--- src/design/voxel_ray_cast_occupancy_macros.svh ---
// ----------------------------------------------------------------------------
// Voxel ray cast occupancy assertion macros
// Concurrent assertion wrappers that drop out of synthesis builds.
// ----------------------------------------------------------------------------
`ifndef VOXEL_RAY_CAST_OCCUPANCY_MACROS_SVH
`define VOXEL_RAY_CAST_OCCUPANCY_MACROS_SVH
`ifndef SYNTHESIS
`define VRC_ASSERT_IMP(label, clk, rst, ante, cons) \
  label: assert property (@(posedge clk) disable iff (rst) (ante) |-> (cons)) \
    else $error("voxel ray cast assertion failed");
`define VRC_ASSERT_NXT(label, clk, rst, ante, cons) \
  label: assert property (@(posedge clk) disable iff (rst) (ante) |=> (cons)) \
    else $error("voxel ray cast assertion failed");
`else
`define VRC_ASSERT_IMP(label, clk, rst, ante, cons)
`define VRC_ASSERT_NXT(label, clk, rst, ante, cons)
`endif
`endif

--- src/design/vrco_cost_div.sv ---
// ----------------------------------------------------------------------------
// Cost divider
// Restoring divider that yields an 8-bit quotient, one bit per cycle.
// ----------------------------------------------------------------------------
module vrco_cost_div #(
  parameter int CNT_W = 16
) (
  input  logic             clk,
  input  logic             rst,
  input  logic             start,
  input  logic [CNT_W+7:0] numer,
  input  logic [CNT_W-1:0] denom,
  output logic             done,
  output logic [7:0]       quot
);

  logic [CNT_W-1:0] rem;
  logic [7:0]       low;
  logic [CNT_W-1:0] den;
  logic [2:0]       cnt;
  logic             busy;
  logic [CNT_W:0]   shifted;
  logic             fits;

  // The numerator is below denom * 256, so its top part already sits below denom.
  assign shifted = {rem, low[7]};
  assign fits    = shifted >= {1'b0, den};

  always_ff @(posedge clk) begin
    if (rst) begin
      busy <= 1'b0;
      done <= 1'b0;
      cnt  <= '0;
    end else begin
      done <= 1'b0;
      if (start) begin
        busy <= 1'b1;
        cnt  <= '0;
      end else if (busy) begin
        cnt <= cnt + 3'd1;
        if (cnt == 3'd7) begin
          busy <= 1'b0;
          done <= 1'b1;
        end
      end
    end
  end

  always_ff @(posedge clk) begin
    if (start) begin
      rem  <= numer[CNT_W+7:8];
      low  <= numer[7:0];
      den  <= denom;
      quot <= '0;
    end else if (busy) begin
      rem  <= fits ? CNT_W'(shifted - {1'b0, den}) : shifted[CNT_W-1:0];
      low  <= {low[6:0], 1'b0};
      quot <= {quot[6:0], fits};
    end
  end

endmodule

--- config.mk ---
export PLATFORM = sky130hd
export DESIGN_NAME = vrco_cost_div
export DESIGN_NICKNAME = d
export VERILOG_FILES = /design/src/design/voxel_ray_cast_occupancy_macros.svh /design/src/design/vrco_cost_div.sv
export SDC_FILE = /design/constraint.sdc
export NUM_CORES = 1
export LEC_CHECK = 0
export ABC_AREA = 1
export BUFFER_PORTS_ARGS = -buffer_cell sky130_fd_sc_hd__buf_2
export CAP_MARGIN = 20
export CELL_PAD_IN_SITES_DETAIL_PLACEMENT = 1
export CELL_PAD_IN_SITES_GLOBAL_PLACEMENT = 1
export CORE_ASPECT_RATIO = 2
export CORE_UTILIZATION = 43
export CTS_CLUSTER_DIAMETER = 200
export DETAILED_ROUTE_END_ITERATION = 8
export PLACE_DENSITY = 0.84
export SYNTH_ARGS = -nofsm -noshare
export SYNTH_HDL_FRONTEND = slang
export SYNTH_SLANG_ARGS = --single-unit
--- constraint.sdc ---
create_clock -name clk -period 2.6 [get_ports clk]
set_input_delay 0.52 -clock clk [delete_from_list [all_inputs] [get_ports clk]]
set_output_delay 0.52 -clock clk [all_outputs]
set_load 0.02 [all_outputs]
==> Yosys cells after proc, flatten, opt, wreduce, memory -nomap -nowiden <==
Cells that the tools add are included.
{ "op_classes": {"add_sub_neg": 2, "multipliers": 0, "n_div": 0, "magnitude_cmp": 1, "eq_ne": 1, "n_shift": 0, "n_mux": 9, "n_bitwise": 1, "n_reduce_logical": 3} }
{ "ops": {"columns": ["cell", "count"], "rows": [
  ["$mux 16", 3],
  ["$ge 17x16->1", 1],
  ["$mux 8", 2],
  ["$sub 16x16->16", 1],
  ["$mux 1", 4],
  ["$add 3x1->3 const B", 1],
  ["$eq 3x3->1 const B", 1],
  ["$reduce_or 3->1", 1],
  ["$reduce_bool 2->1", 1],
  ["$reduce_or 2->1", 1],
  ["$not 1->1", 1]
]} }
{ "word_totals": {"ff_bits": 53, "latchBits": 0, "mem_bits_rw": 0, "rom_bits": 0, "n_memories": 0} }

==> Depth between registers and ports, before layout <==
Gate-level depths: netlist of the first run.
{ "logic_depth": {"ltp_word": 4, "depth_mapped": 14} }

==> Worst setup path before layout of the first run <==
Ideal clock, no wire load.
{ "synth_timing": {"path_kind": "register to register", "startpoint": "register low[7]", "endpoint": "register rem[8], data pin", "t_arrival_ns": 1.736, "required_time_ns": 2.346, "setup_slack_ns": 0.610, "path_stages_with_launch": 12, "n_path_buf": 0, "cell_sequence": "edfxtp_1 > inv_1 > ha_1 > inv_1 > fa_1 > nand3_1 > nand3_1 > a21oi_1 > xor2_1 > nand2_1 > nand3_1 > nand2_1"} }
{ "synth_via": {"elab_chain_cells": 4} }
{ "synth_lines": {"columns": ["item", "line_no", "rtl"], "rows": [
  ["from (decl)", "vrco_cost_div.sv:18", "logic [7:0] low;"],
  ["from (signal assigned)", "vrco_cost_div.sv:52", "low <= numer[7:0];"],
  ["from (signal assigned)", "vrco_cost_div.sv:57", "low <= {low[6:0], 1'b0};"],
  ["$sub 16x16->16 or $ge 17x16->1 (tied branches)", "vrco_cost_div.sv:56, vrco_cost_div.sv:27", null],
  ["$mux 16 *", "vrco_cost_div.sv:56", "rem <= fits ? CNT_W'(shifted - {1'b0, den}) : shifted[CNT_W-1:0];"],
  ["$mux 16 *", "vrco_cost_div.sv:55", "end else if (busy) begin"],
  ["$mux 16 *", "vrco_cost_div.sv:50", "if (start) begin"],
  ["to (signal assigned)", "vrco_cost_div.sv:51", "rem <= numer[CNT_W+7:8];"],
  ["to (signal assigned)", "vrco_cost_div.sv:56", null],
  ["to (decl)", "vrco_cost_div.sv:17", "logic [CNT_W-1:0] rem;"]
]} }
Mark *: on every way between the ends. The rest lies on a longest branch, timed or not. The select of a mux whose other input is x is not followed.
A chain may end at the register's enable or synchronous reset.

==> Final worst setup path of the first run <==
{ "layout_timing": {"startpoint": "register low[7]", "endpoint": "register rem[6], data pin"} }
Same word-level chain as after synthesis.

==> results of run 1 <==
worst register-to-register path, cell delays in order, from the launching register on:
cell                       delay [ns]
sky130_fd_sc_hd__edfxtp_1        0.37
sky130_fd_sc_hd__inv_1           0.09
sky130_fd_sc_hd__ha_1            0.18
sky130_fd_sc_hd__inv_1           0.09
sky130_fd_sc_hd__fa_1            0.43
sky130_fd_sc_hd__nand3_1         0.11
sky130_fd_sc_hd__nand3_1         0.19
sky130_fd_sc_hd__nand2_1         0.12
sky130_fd_sc_hd__nand2_1         0.10
sky130_fd_sc_hd__xnor2_1         0.19
sky130_fd_sc_hd__nand2_2         0.08
sky130_fd_sc_hd__nand3_1         0.10
sky130_fd_sc_hd__nand2_1         0.05
metal layers:
| layer | vias up | global-route usage [%] | part of all wire [%] |
|---|---|---|---|
| li1 | 1466 | - | - |
| met1 | 1392 | 24.0 | 36 |
| met2 | 53 | 46.8 | 59 |
| met3 | 17 | 2.90 | 2.2 |
| met4 | 0 | 9.59 | 2.5 |
| met5 | - | 0 | 0 |
logic make-up (layout without fill, tap and decap cells):
| kind of cell | count (synthesis) | in the layout |
|---|---|---|
| buf+inv | 85 | 138 |
| flops | 53 | 53 |
| compound gates | 21 | 21 |
| xor+xnor | 8 | 8 |
| simple gates | 245 | 245 |
| fa+ha+maj | 19 | 19 |
registers in the layout, summed over array words and instances (netlist names):
name	flops
rem	16
den	16
busy	1
done	1
cnt	3
quot	8
low	8
stage by stage:
| step | hold WS (ns) | power, W |
|---|---|---|
| after floorplan | 0.442 | 0.00202 |
| after global placement | 0.443 | 0.00225 |
| after detailed placement | 0.475 | 0.00229 |
| after CTS | 0.391 | 0.00298 |
| after global routing | 0.386 | 0.00315 |
| final | 0.391 | 0.00296 |
cell type report:
cell class	count	share of cell area [%]
multi-input combinational	293	42.0
sequential	53	37.0
timing repair buffer	54	7.03
clock buffer	5	3.17
clock inverter	3	0.507
inverter	76	7.22
tap	96	3.04
power by group through the flow:
stage	Clock (W)	Sequential [W]	Combinational (W)
after floorplan	0	0.00108	0.000939
after global placement	0	0.00109	0.00116
after detailed placement	0	0.00110	0.00119
after CTS	0.000683	0.00108	0.00122
after global routing	0.000705	0.00109	0.00136
final	0.000672	0.00108	0.00121
cells in the final DEF (no fill, tap or decap), drive strengths merged, types with 5 or more instances in the layout:
cell type and instances:
nand2 164, inv 76, buf 54, edfxtp 40, nand3 37, nor2 21
ha 18, dfxtp 13, nand3b 12, a21oi 10, xnor2 6, o22ai 6
clkbuf 5
worst min-delay path by stage:
stage,start,cells after the start,slack (ns),to
final,denom[3],1,0.39,den[3]$_DFFE_PP_
after global routing,denom[9],1,0.39,den[9]$_DFFE_PP_
after CTS,denom[3],1,0.39,den[3]$_DFFE_PP_
after detailed placement,cnt[1]$_SDFFE_PP0P_,2,0.48,cnt[1]$_SDFFE_PP0P_
after global placement,quot[7]$_SDFFE_PP0P_,2,0.44,quot[7]$_SDFFE_PP0P_
after floorplan,cnt[1]$_SDFFE_PP0P_,2,0.44,cnt[1]$_SDFFE_PP0P_
cell usage after synthesis, drive strengths merged:
cell type | count | area share [%]
nor2 | 21 | 3.7
o21ai | 3 | 0.43
o21bai | 1 | 0.22
a211oi | 1 | 0.22
o22ai | 6 | 1.1
dfxtp | 13 | 7.5
a21oi | 10 | 1.4
nand2 | 164 | 20
or2 | 1 | 0.18
ha | 18 | 6.5
nand4 | 4 | 0.72
nand3 | 37 | 6.5
edfxtp | 40 | 35
xnor2 | 6 | 1.5
inv | 74 | 8.0
nor3 | 4 | 0.90
buf | 6 | 1.8
xor2 | 2 | 0.50
clkbuf | 3 | 0.32
nor3b | 1 | 0.22
nand3b | 12 | 2.9
clkinv | 2 | 0.22
fa | 1 | 0.58
and2 | 1 | 0.18
==> Implementation_results.wiki, run 1 <==
{| class="wikitable"
! Metric !! Value
|-
| Beginning of the critical path || low[7]$_DFFE_PP_
|-
| CP peak stage delay || 0.43 ns
|-
| Data required time at the worst endpoint || 2.65 ns
|-
| Maximum number of pins on one net before global-route repair || 43
|-
| Port bufs || 51
|-
| Count of antenna-violating nets left after detailed routing || 0
|-
| Multiplexer fraction of the synthesized cell area || 0%
|-
| FF-to-FF path depth || 12
|-
| Placement Setup Slack || 0.313 ns
|-
| Buffering stage count on the worst path with inverters included || 2
|-
| Hold WC Path Type || primary input to flip-flop
|-
| Instance count on the critical path || 12
|-
| Sequential power share || 36.5%
|-
| Starting utilization of the core area || 44.1%
|-
| Htree depth || 2
|-
| Row cnt || 46
|-
| Clock share of power || 22.7%
|-
| Number of top-level pins || 52
|-
| Sequential share of the synthesized area || 42.0%
|-
| Final max-slew violation count || 0
|-
| Synthesized area divided by synthesized cell count || 8.08 sq um
|-
| End of the critical path || rem[6]$_DFFE_PP_
|-
| Average wire per standard cell || 15.9 um
|-
| Placeable Area || 7890 sq um
|-
| Largest family of logic cells by synthesized area || simple AND/OR/NAND/NOR gates
|-
| DRT Pass-1 Iters || 4
|-
| Placed wire-length estimate after detailed placement || 7190 um
|-
| Switching Share || 38.5%
|-
| CTS tree || done
|-
| Final weighted congestion of routability-driven global placement || 0.902
|-
| Post-CTS repair timing setup buffer count || 0
|-
| Area taken by multi-input logic gates || 1660 sq um
|-
| Total of max-cap violations || 0
|-
| Post-cts repair resize count || 0
|-
| Die Ht || 129 um
|-
| Clock input transition at the sequential cells of the worst setup and hold paths || 0.07 ns
|-
| Combined area of all synthesized cells || 3480 sq um
|-
| Logic gate share of total power || 40.8%
|-
| Simple-Gate Fraction of Synth Area || 35.3%
|-
| Post-synthesis cell count || 431
|-
| DRC || 0
|-
| Critical Path AT || 2.40 ns
|-
| Min Clock Period, post-route || 2.35 ns
|-
| Global router's overall resource usage || 23.8%
|-
| Total nets after synthesis || 493
|-
| Source of the worst register-to-register timing path || low[7]$_DFFE_PP_
|-
| Ant diodes || 0
|-
| Total Routed Length || 9220 um
|-
| R2r setup slk || 0.25 ns
|-
| Placed Instances || 572
|-
| Area growth, synth to finish || 13.5%
|-
| Power density normalized to cell area || 750 nW/um^2
|-
| Finished Cell Area || 3950 sq um
|-
| Clk buf depth || 2
|-
| NumNets Final || 545
|-
| Number of clock buffers inserted by TritonCTS || 5
|-
| Crit-path cells || inv_1 > ha_1 > inv_1 > fa_1 > nand3_1 > nand3_1 > nand2_1 > nand2_1 > xnor2_1 > nand2_2 > nand3_1 > nand2_1
|-
| Final setup violating endpoints || 0
|-
| Transition at the pin with the smallest max-transition slack || 0.457 ns
|-
| Internal power || 0.00182 W
|-
| Post-synthesis cell type count || 37
|-
| Number of hold-slack violations in the final timing report || 0
|-
| Endpoint of the worst-slack reg-to-reg timing path || rem[6]$_DFFE_PP_
|-
| Proportion of layout cells with a drive suffix above 1 || 22.9%
|-
| Element type at the critical path start || flip-flop
|-
| Crit share post-route || 90.4%
|-
| Antenna violations before repair || 0
|-
| TNS Setup || 0 ns
|-
| Worst path top cell family by delay || simple AND/OR/NAND/NOR gates
|-
| Post-route worst setup slack || 0.250 ns
|-
| Unrepaired setup endpoints after global routing || no
|-
| Count of vias placed by the detailed router || 2928
|-
| Area of all sequential standard cells || 1460 sq um
|-
| Cell area after placement || 3800 sq um
|-
| Clk_lat worst skew || 0.30 ns
|-
| Iteration-0 DRC count of the detailed router || 61
|-
| Global-route congestion overflow total || 0
|-
| Final clock skew || 0.00993 ns
|-
| Worst VDD drop || 0.587 mV
|-
| Class of the most critical setup path || flip-flop to flip-flop
|-
| Post-synthesis compound-gate area fraction || 3.38%
|-
| Global-route wire length before repair || 15100 um
|-
| Number of non-filler instances in the completed layout || 580
|-
| Die Area || 8480 sq um
|-
| Critical Path End Type || flip-flop
|-
| Status || completed
|-
| Slowest CP cell || sky130_fd_sc_hd__fa_1
|-
| Via count of the first global-routing pass || 3202
|-
| Net load switching power || 0.00114 W
|-
| Number of sinks handled by clock tree synthesis || 53
|-
| Die extent in x || 65.6 um
|-
| Xor-xnor portion of the synthesized cell area || 2.01%
|-
| Static leakage power || 1.98 nW
|-
| Number of hold buffers added after CTS || 0
|-
| Count of filler cells inserted in the layout || 972
|-
| Final core utilization || 50.1%
|-
| DR vias/cell || 5.05
|-
| Max-Slew Margin vs Limit || 69.6%
|-
| FF+latch count, synth || 53
|-
| CP Max Fanout || 4
|-
| Root cell of the clock tree || sky130_fd_sc_hd__clkbuf_16
|-
| Yosys Warn Count || 0
|-
| FMAX || 0.425 GHz
|-
| Synth Area in Adders || 7.05%
|}
Power figures use the tool's default switching activity.
==> run 2: changes to the inputs <==
--- a/config.mk
+++ b/config.mk
@@ -10,7 +10,7 @@
 export CAP_MARGIN = 20
 export CELL_PAD_IN_SITES_DETAIL_PLACEMENT = 1
 export CELL_PAD_IN_SITES_GLOBAL_PLACEMENT = 1
-export CORE_ASPECT_RATIO = 2
+export CORE_ASPECT_RATIO = 0.9
 export CORE_UTILIZATION = 43
 export CTS_CLUSTER_DIAMETER = 200
 export DETAILED_ROUTE_END_ITERATION = 8
==> constraint.sdc (replaced) <==
create_clock -name clk -period 2.6 [get_ports clk]
set_input_delay 0.13 -clock clk [delete_from_list [all_inputs] [get_ports clk]]
set_output_delay 0.13 -clock clk [all_outputs]
set_load 0.02 [all_outputs]
==> Implementation_results.wiki, run 2 (same netlist as run 1, synthesis figures left out) <==
{| class="wikitable"
! Metric !! Value
|-
| NumNets Final || 562 (was 545)
|-
| FF-to-FF path depth || 11 (was 12)
|-
| Total of max-cap violations || 0 (unchanged)
|-
| TNS Setup || 0 ns (unchanged)
|-
| Antenna violations before repair || 0 (unchanged)
|-
| Logic gate share of total power || 43.7% (was 40.8%)
|-
| Final weighted congestion of routability-driven global placement || 0.824 (was 0.902)
|-
| Most common cell after layout, fill and taps aside || sky130_fd_sc_hd__nand2_1 (unchanged)
|-
| Port bufs || 51 (unchanged)
|-
| Slowest CP cell || sky130_fd_sc_hd__fa_1 (unchanged)
|-
| Critical Path End Type || flip-flop (unchanged)
|-
| Clock input transition at the sequential cells of the worst setup and hold paths || 0.11 ns (was 0.07 ns)
|-
| Status || completed (unchanged)
|-
| Htree depth || 2 (unchanged)
|-
| CP Max Fanout || 4 (unchanged)
|-
| Critical Path AT || 2.52 ns (was 2.40 ns)
|-
| Crit share post-route || 93.3% (was 90.4%)
|-
| Worst VDD drop || 0.387 mV (was 0.587 mV)
|-
| CP peak stage delay || 0.47 ns (was 0.43 ns)
|-
| Area growth, synth to finish || 17.6% (was 13.5%)
|-
| Top library cells by usage in the layout, fill and taps aside || 139 x sky130_fd_sc_hd__nand2_1, 68 x sky130_fd_sc_hd__inv_1, 51 x sky130_fd_sc_hd__buf_2 (unchanged)
|-
| Worst hold path stage count || 3 (was 1)
|-
| Net load switching power || 0.00118 W (was 0.00114 W)
|-
| CTS tree || done (unchanged)
|-
| Switching Share || 40.5% (was 38.5%)
|-
| Count of antenna-violating nets left after detailed routing || 0 (unchanged)
|-
| Buffering stage count on the worst path with inverters included || 2 (unchanged)
|-
| Transition at the pin with the smallest max-transition slack || 0.451 ns (was 0.457 ns)
|-
| Hold WC Path Type || primary input to flip-flop (unchanged)
|-
| Placeable Area || 7690 sq um (was 7890 sq um)
|-
| Total Routed Length || 9680 um (was 9220 um)
|-
| Iteration-0 DRC count of the detailed router || 104 (was 61)
|-
| Count of vias placed by the detailed router || 3076 (was 2928)
|-
| Global router's overall resource usage || 23.8% (about the same)
|-
| Final max-slew violation count || 0 (unchanged)
|-
| Total power draw || 0.00291 W (was 0.00296 W)
|-
| Number of hold-slack violations in the final timing report || 0 (unchanged)
|-
| Min Clock Period, post-route || 2.43 ns (was 2.35 ns)
|-
| Worst path top cell family by delay || adder cells (was simple AND/OR/NAND/NOR gates)
|-
| Root cell of the clock tree || sky130_fd_sc_hd__clkbuf_8 (was sky130_fd_sc_hd__clkbuf_16)
|-
| Row cnt || 30 (was 46)
|-
| Power density normalized to cell area || 712 nW/um^2 (was 750 nW/um^2)
|-
| R2r setup slk || 0.17 ns (was 0.25 ns)
|-
| Source of the worst register-to-register timing path || low[7]$_DFFE_PP_ (unchanged)
|-
| Maximum number of pins on one net before global-route repair || 42 (was 43)
|-
| Sequential power share || 37.1% (was 36.5%)
|-
| Number of clock buffers inserted by TritonCTS || 5 (unchanged)
|-
| Die extent in x || 96.8 um (was 65.6 um)
|-
| Global-route wire length before repair || 15800 um (was 15100 um)
|-
| Class of the most critical setup path || flip-flop to flip-flop (unchanged)
|-
| Data required time at the worst endpoint || 2.69 ns (was 2.65 ns)
|-
| DRT Pass-1 Iters || 4 (unchanged)
|-
| Terminating pin of the worst hold path || rem[10]$_DFFE_PP_ (was den[3]$_DFFE_PP_)
|-
| Proportion of layout cells with a drive suffix above 1 || 22.6% (was 22.9%)
|-
| Final setup violating endpoints || 0 (unchanged)
|-
| DR vias/cell || 5.15 (was 5.05)
|-
| Max-Slew Margin vs Limit || 69.9% (was 69.6%)
|-
| Ant diodes || 0 (unchanged)
|-
| Placed wire-length estimate after detailed placement || 6800 um (was 7190 um)
|-
| Start point of the worst hold path || numer[18] (was denom[3])
|-
| Starting utilization of the core area || 45.2% (was 44.1%)
|-
| Crit-path cells || inv_1 > ha_1 > inv_1 > fa_1 > nand3_1 > nand3_2 > a21oi_2 > xor2_1 > nand2_1 > nand3_1 > nand2_1 (was inv_1 > ha_1 > inv_1 > fa_1 > nand3_1 > nand3_1 > nand2_1 > nand2_1 > xnor2_1 > nand2_2 > nand3_1 > nand2_1)
|-
| Die Ht || 87.4 um (was 129 um)
|-
| Global-route congestion overflow total || 0 (unchanged)
|-
| Clock share of power || 19.1% (was 22.7%)
|-
| Die Area || 8460 sq um (was 8480 sq um)
|-
| Worst Hold Margin || 0.0785 ns (was 0.391 ns)
|-
| Number of sinks handled by clock tree synthesis || 53 (unchanged)
|-
| Clk buf depth || 2 (unchanged)
|-
| Endpoint of the worst-slack reg-to-reg timing path || rem[8]$_DFFE_PP_ (was rem[6]$_DFFE_PP_)
|-
| Average wire per standard cell || 16.2 um (was 15.9 um)
|-
| Internal power || 0.00173 W (was 0.00182 W)
|-
| Number of top-level pins || 52 (unchanged)
|-
| Element type at the critical path start || flip-flop (unchanged)
|-
| FMAX || 0.412 GHz (was 0.425 GHz)
|-
| Final clock skew || 0.00877 ns (was 0.00993 ns)
|-
| Via count of the first global-routing pass || 3297 (was 3202)
|-
| Unrepaired setup endpoints after global routing || no (unchanged)
|-
| Static leakage power || 2.04 nW (was 1.98 nW)
|-
| DRC || 0 (unchanged)
|-
| Registers with the most flip-flops || den (16), rem (16) (unchanged)
|-
| Clk_lat worst skew || 0.32 ns (was 0.30 ns)
|}
-- run 2: cell types whose count changed in the layout (fill, tap and decap cells not counted), sizes merged --
cell         change
dlygate4sd3     +17
clkbuf           +1
clkinv           -1
-- run 2: power by group through the flow --
stage               clock network (W)  logic, W  registers [W]
detailed placement                  0   0.00120        0.00110
floorplan                           0  0.000939        0.00108
global placement                    0   0.00115        0.00109
finish                       0.000558   0.00127        0.00108
CTS                          0.000560   0.00124        0.00108
global route                 0.000593   0.00140        0.00109
-- run 2: tightest hold or removal path: cells and delay by family --
family | cells | cell delay, ns
AND/OR/NAND/NOR | 2 | 0.09
buffers and inverters | 1 | 0.08
-- run 2: repair_timing --
item	4_1_cts	5_1_grt
setup buffers	0	0
gates resized for setup	0	2
hold buffers	17	0
endpoints found under the hold margin	18	0
setup endpoints to repair	0	3
-- run 2: routing by layer --
metal  share of wire (%)  GRT usage [%]
met1                  43           28.9
met5                   0              0
met4                 1.7           7.87
met3                 3.9           2.81
met2                  51           44.0
-- run 2: metrics by stage --
step | instances | util, % | setup slack [ns] | cell area [sq um]
finish | 597 | 53.2 | 0.173 | 4100
global route | 597 | 53.2 | 0.0231 | 4100
CTS | 597 | 53.1 | 0.118 | 4090
detailed placement | 572 | 49.4 | 0.177 | 3800
global placement | 572 | 49.4 | 0.293 | 3800
floorplan | 431 | - | 0.610 | 3480
-- run 2: worst max path at each step --
stage / startpoint / end / cells after the start
6_report: low[7]$_DFFE_PP_ / rem[8]$_DFFE_PP_ / 11
5_1_grt: low[7]$_DFFE_PP_ / rem[8]$_DFFE_PP_ / 11
4_1_cts: low[7]$_DFFE_PP_ / rem[8]$_DFFE_PP_ / 11
3_5_place_dp: low[7]$_DFFE_PP_ / rem[14]$_DFFE_PP_ / 14
3_3_place_gp: low[7]$_DFFE_PP_ / rem[14]$_DFFE_PP_ / 14
2_1_floorplan: low[7]$_DFFE_PP_ / rem[8]$_DFFE_PP_ / 11
-- run 2: layout make-up --
cell class | instances | area (sq um)
clock buffers | 6 | 93.8
clock inverters | 2 | 17.5
fillers | 946 | 3600
inverters | 76 | 285
multi-input cells | 293 | 1670
flip-flops and latches | 53 | 1460
well taps | 96 | 120
repair buffers | 71 | 448
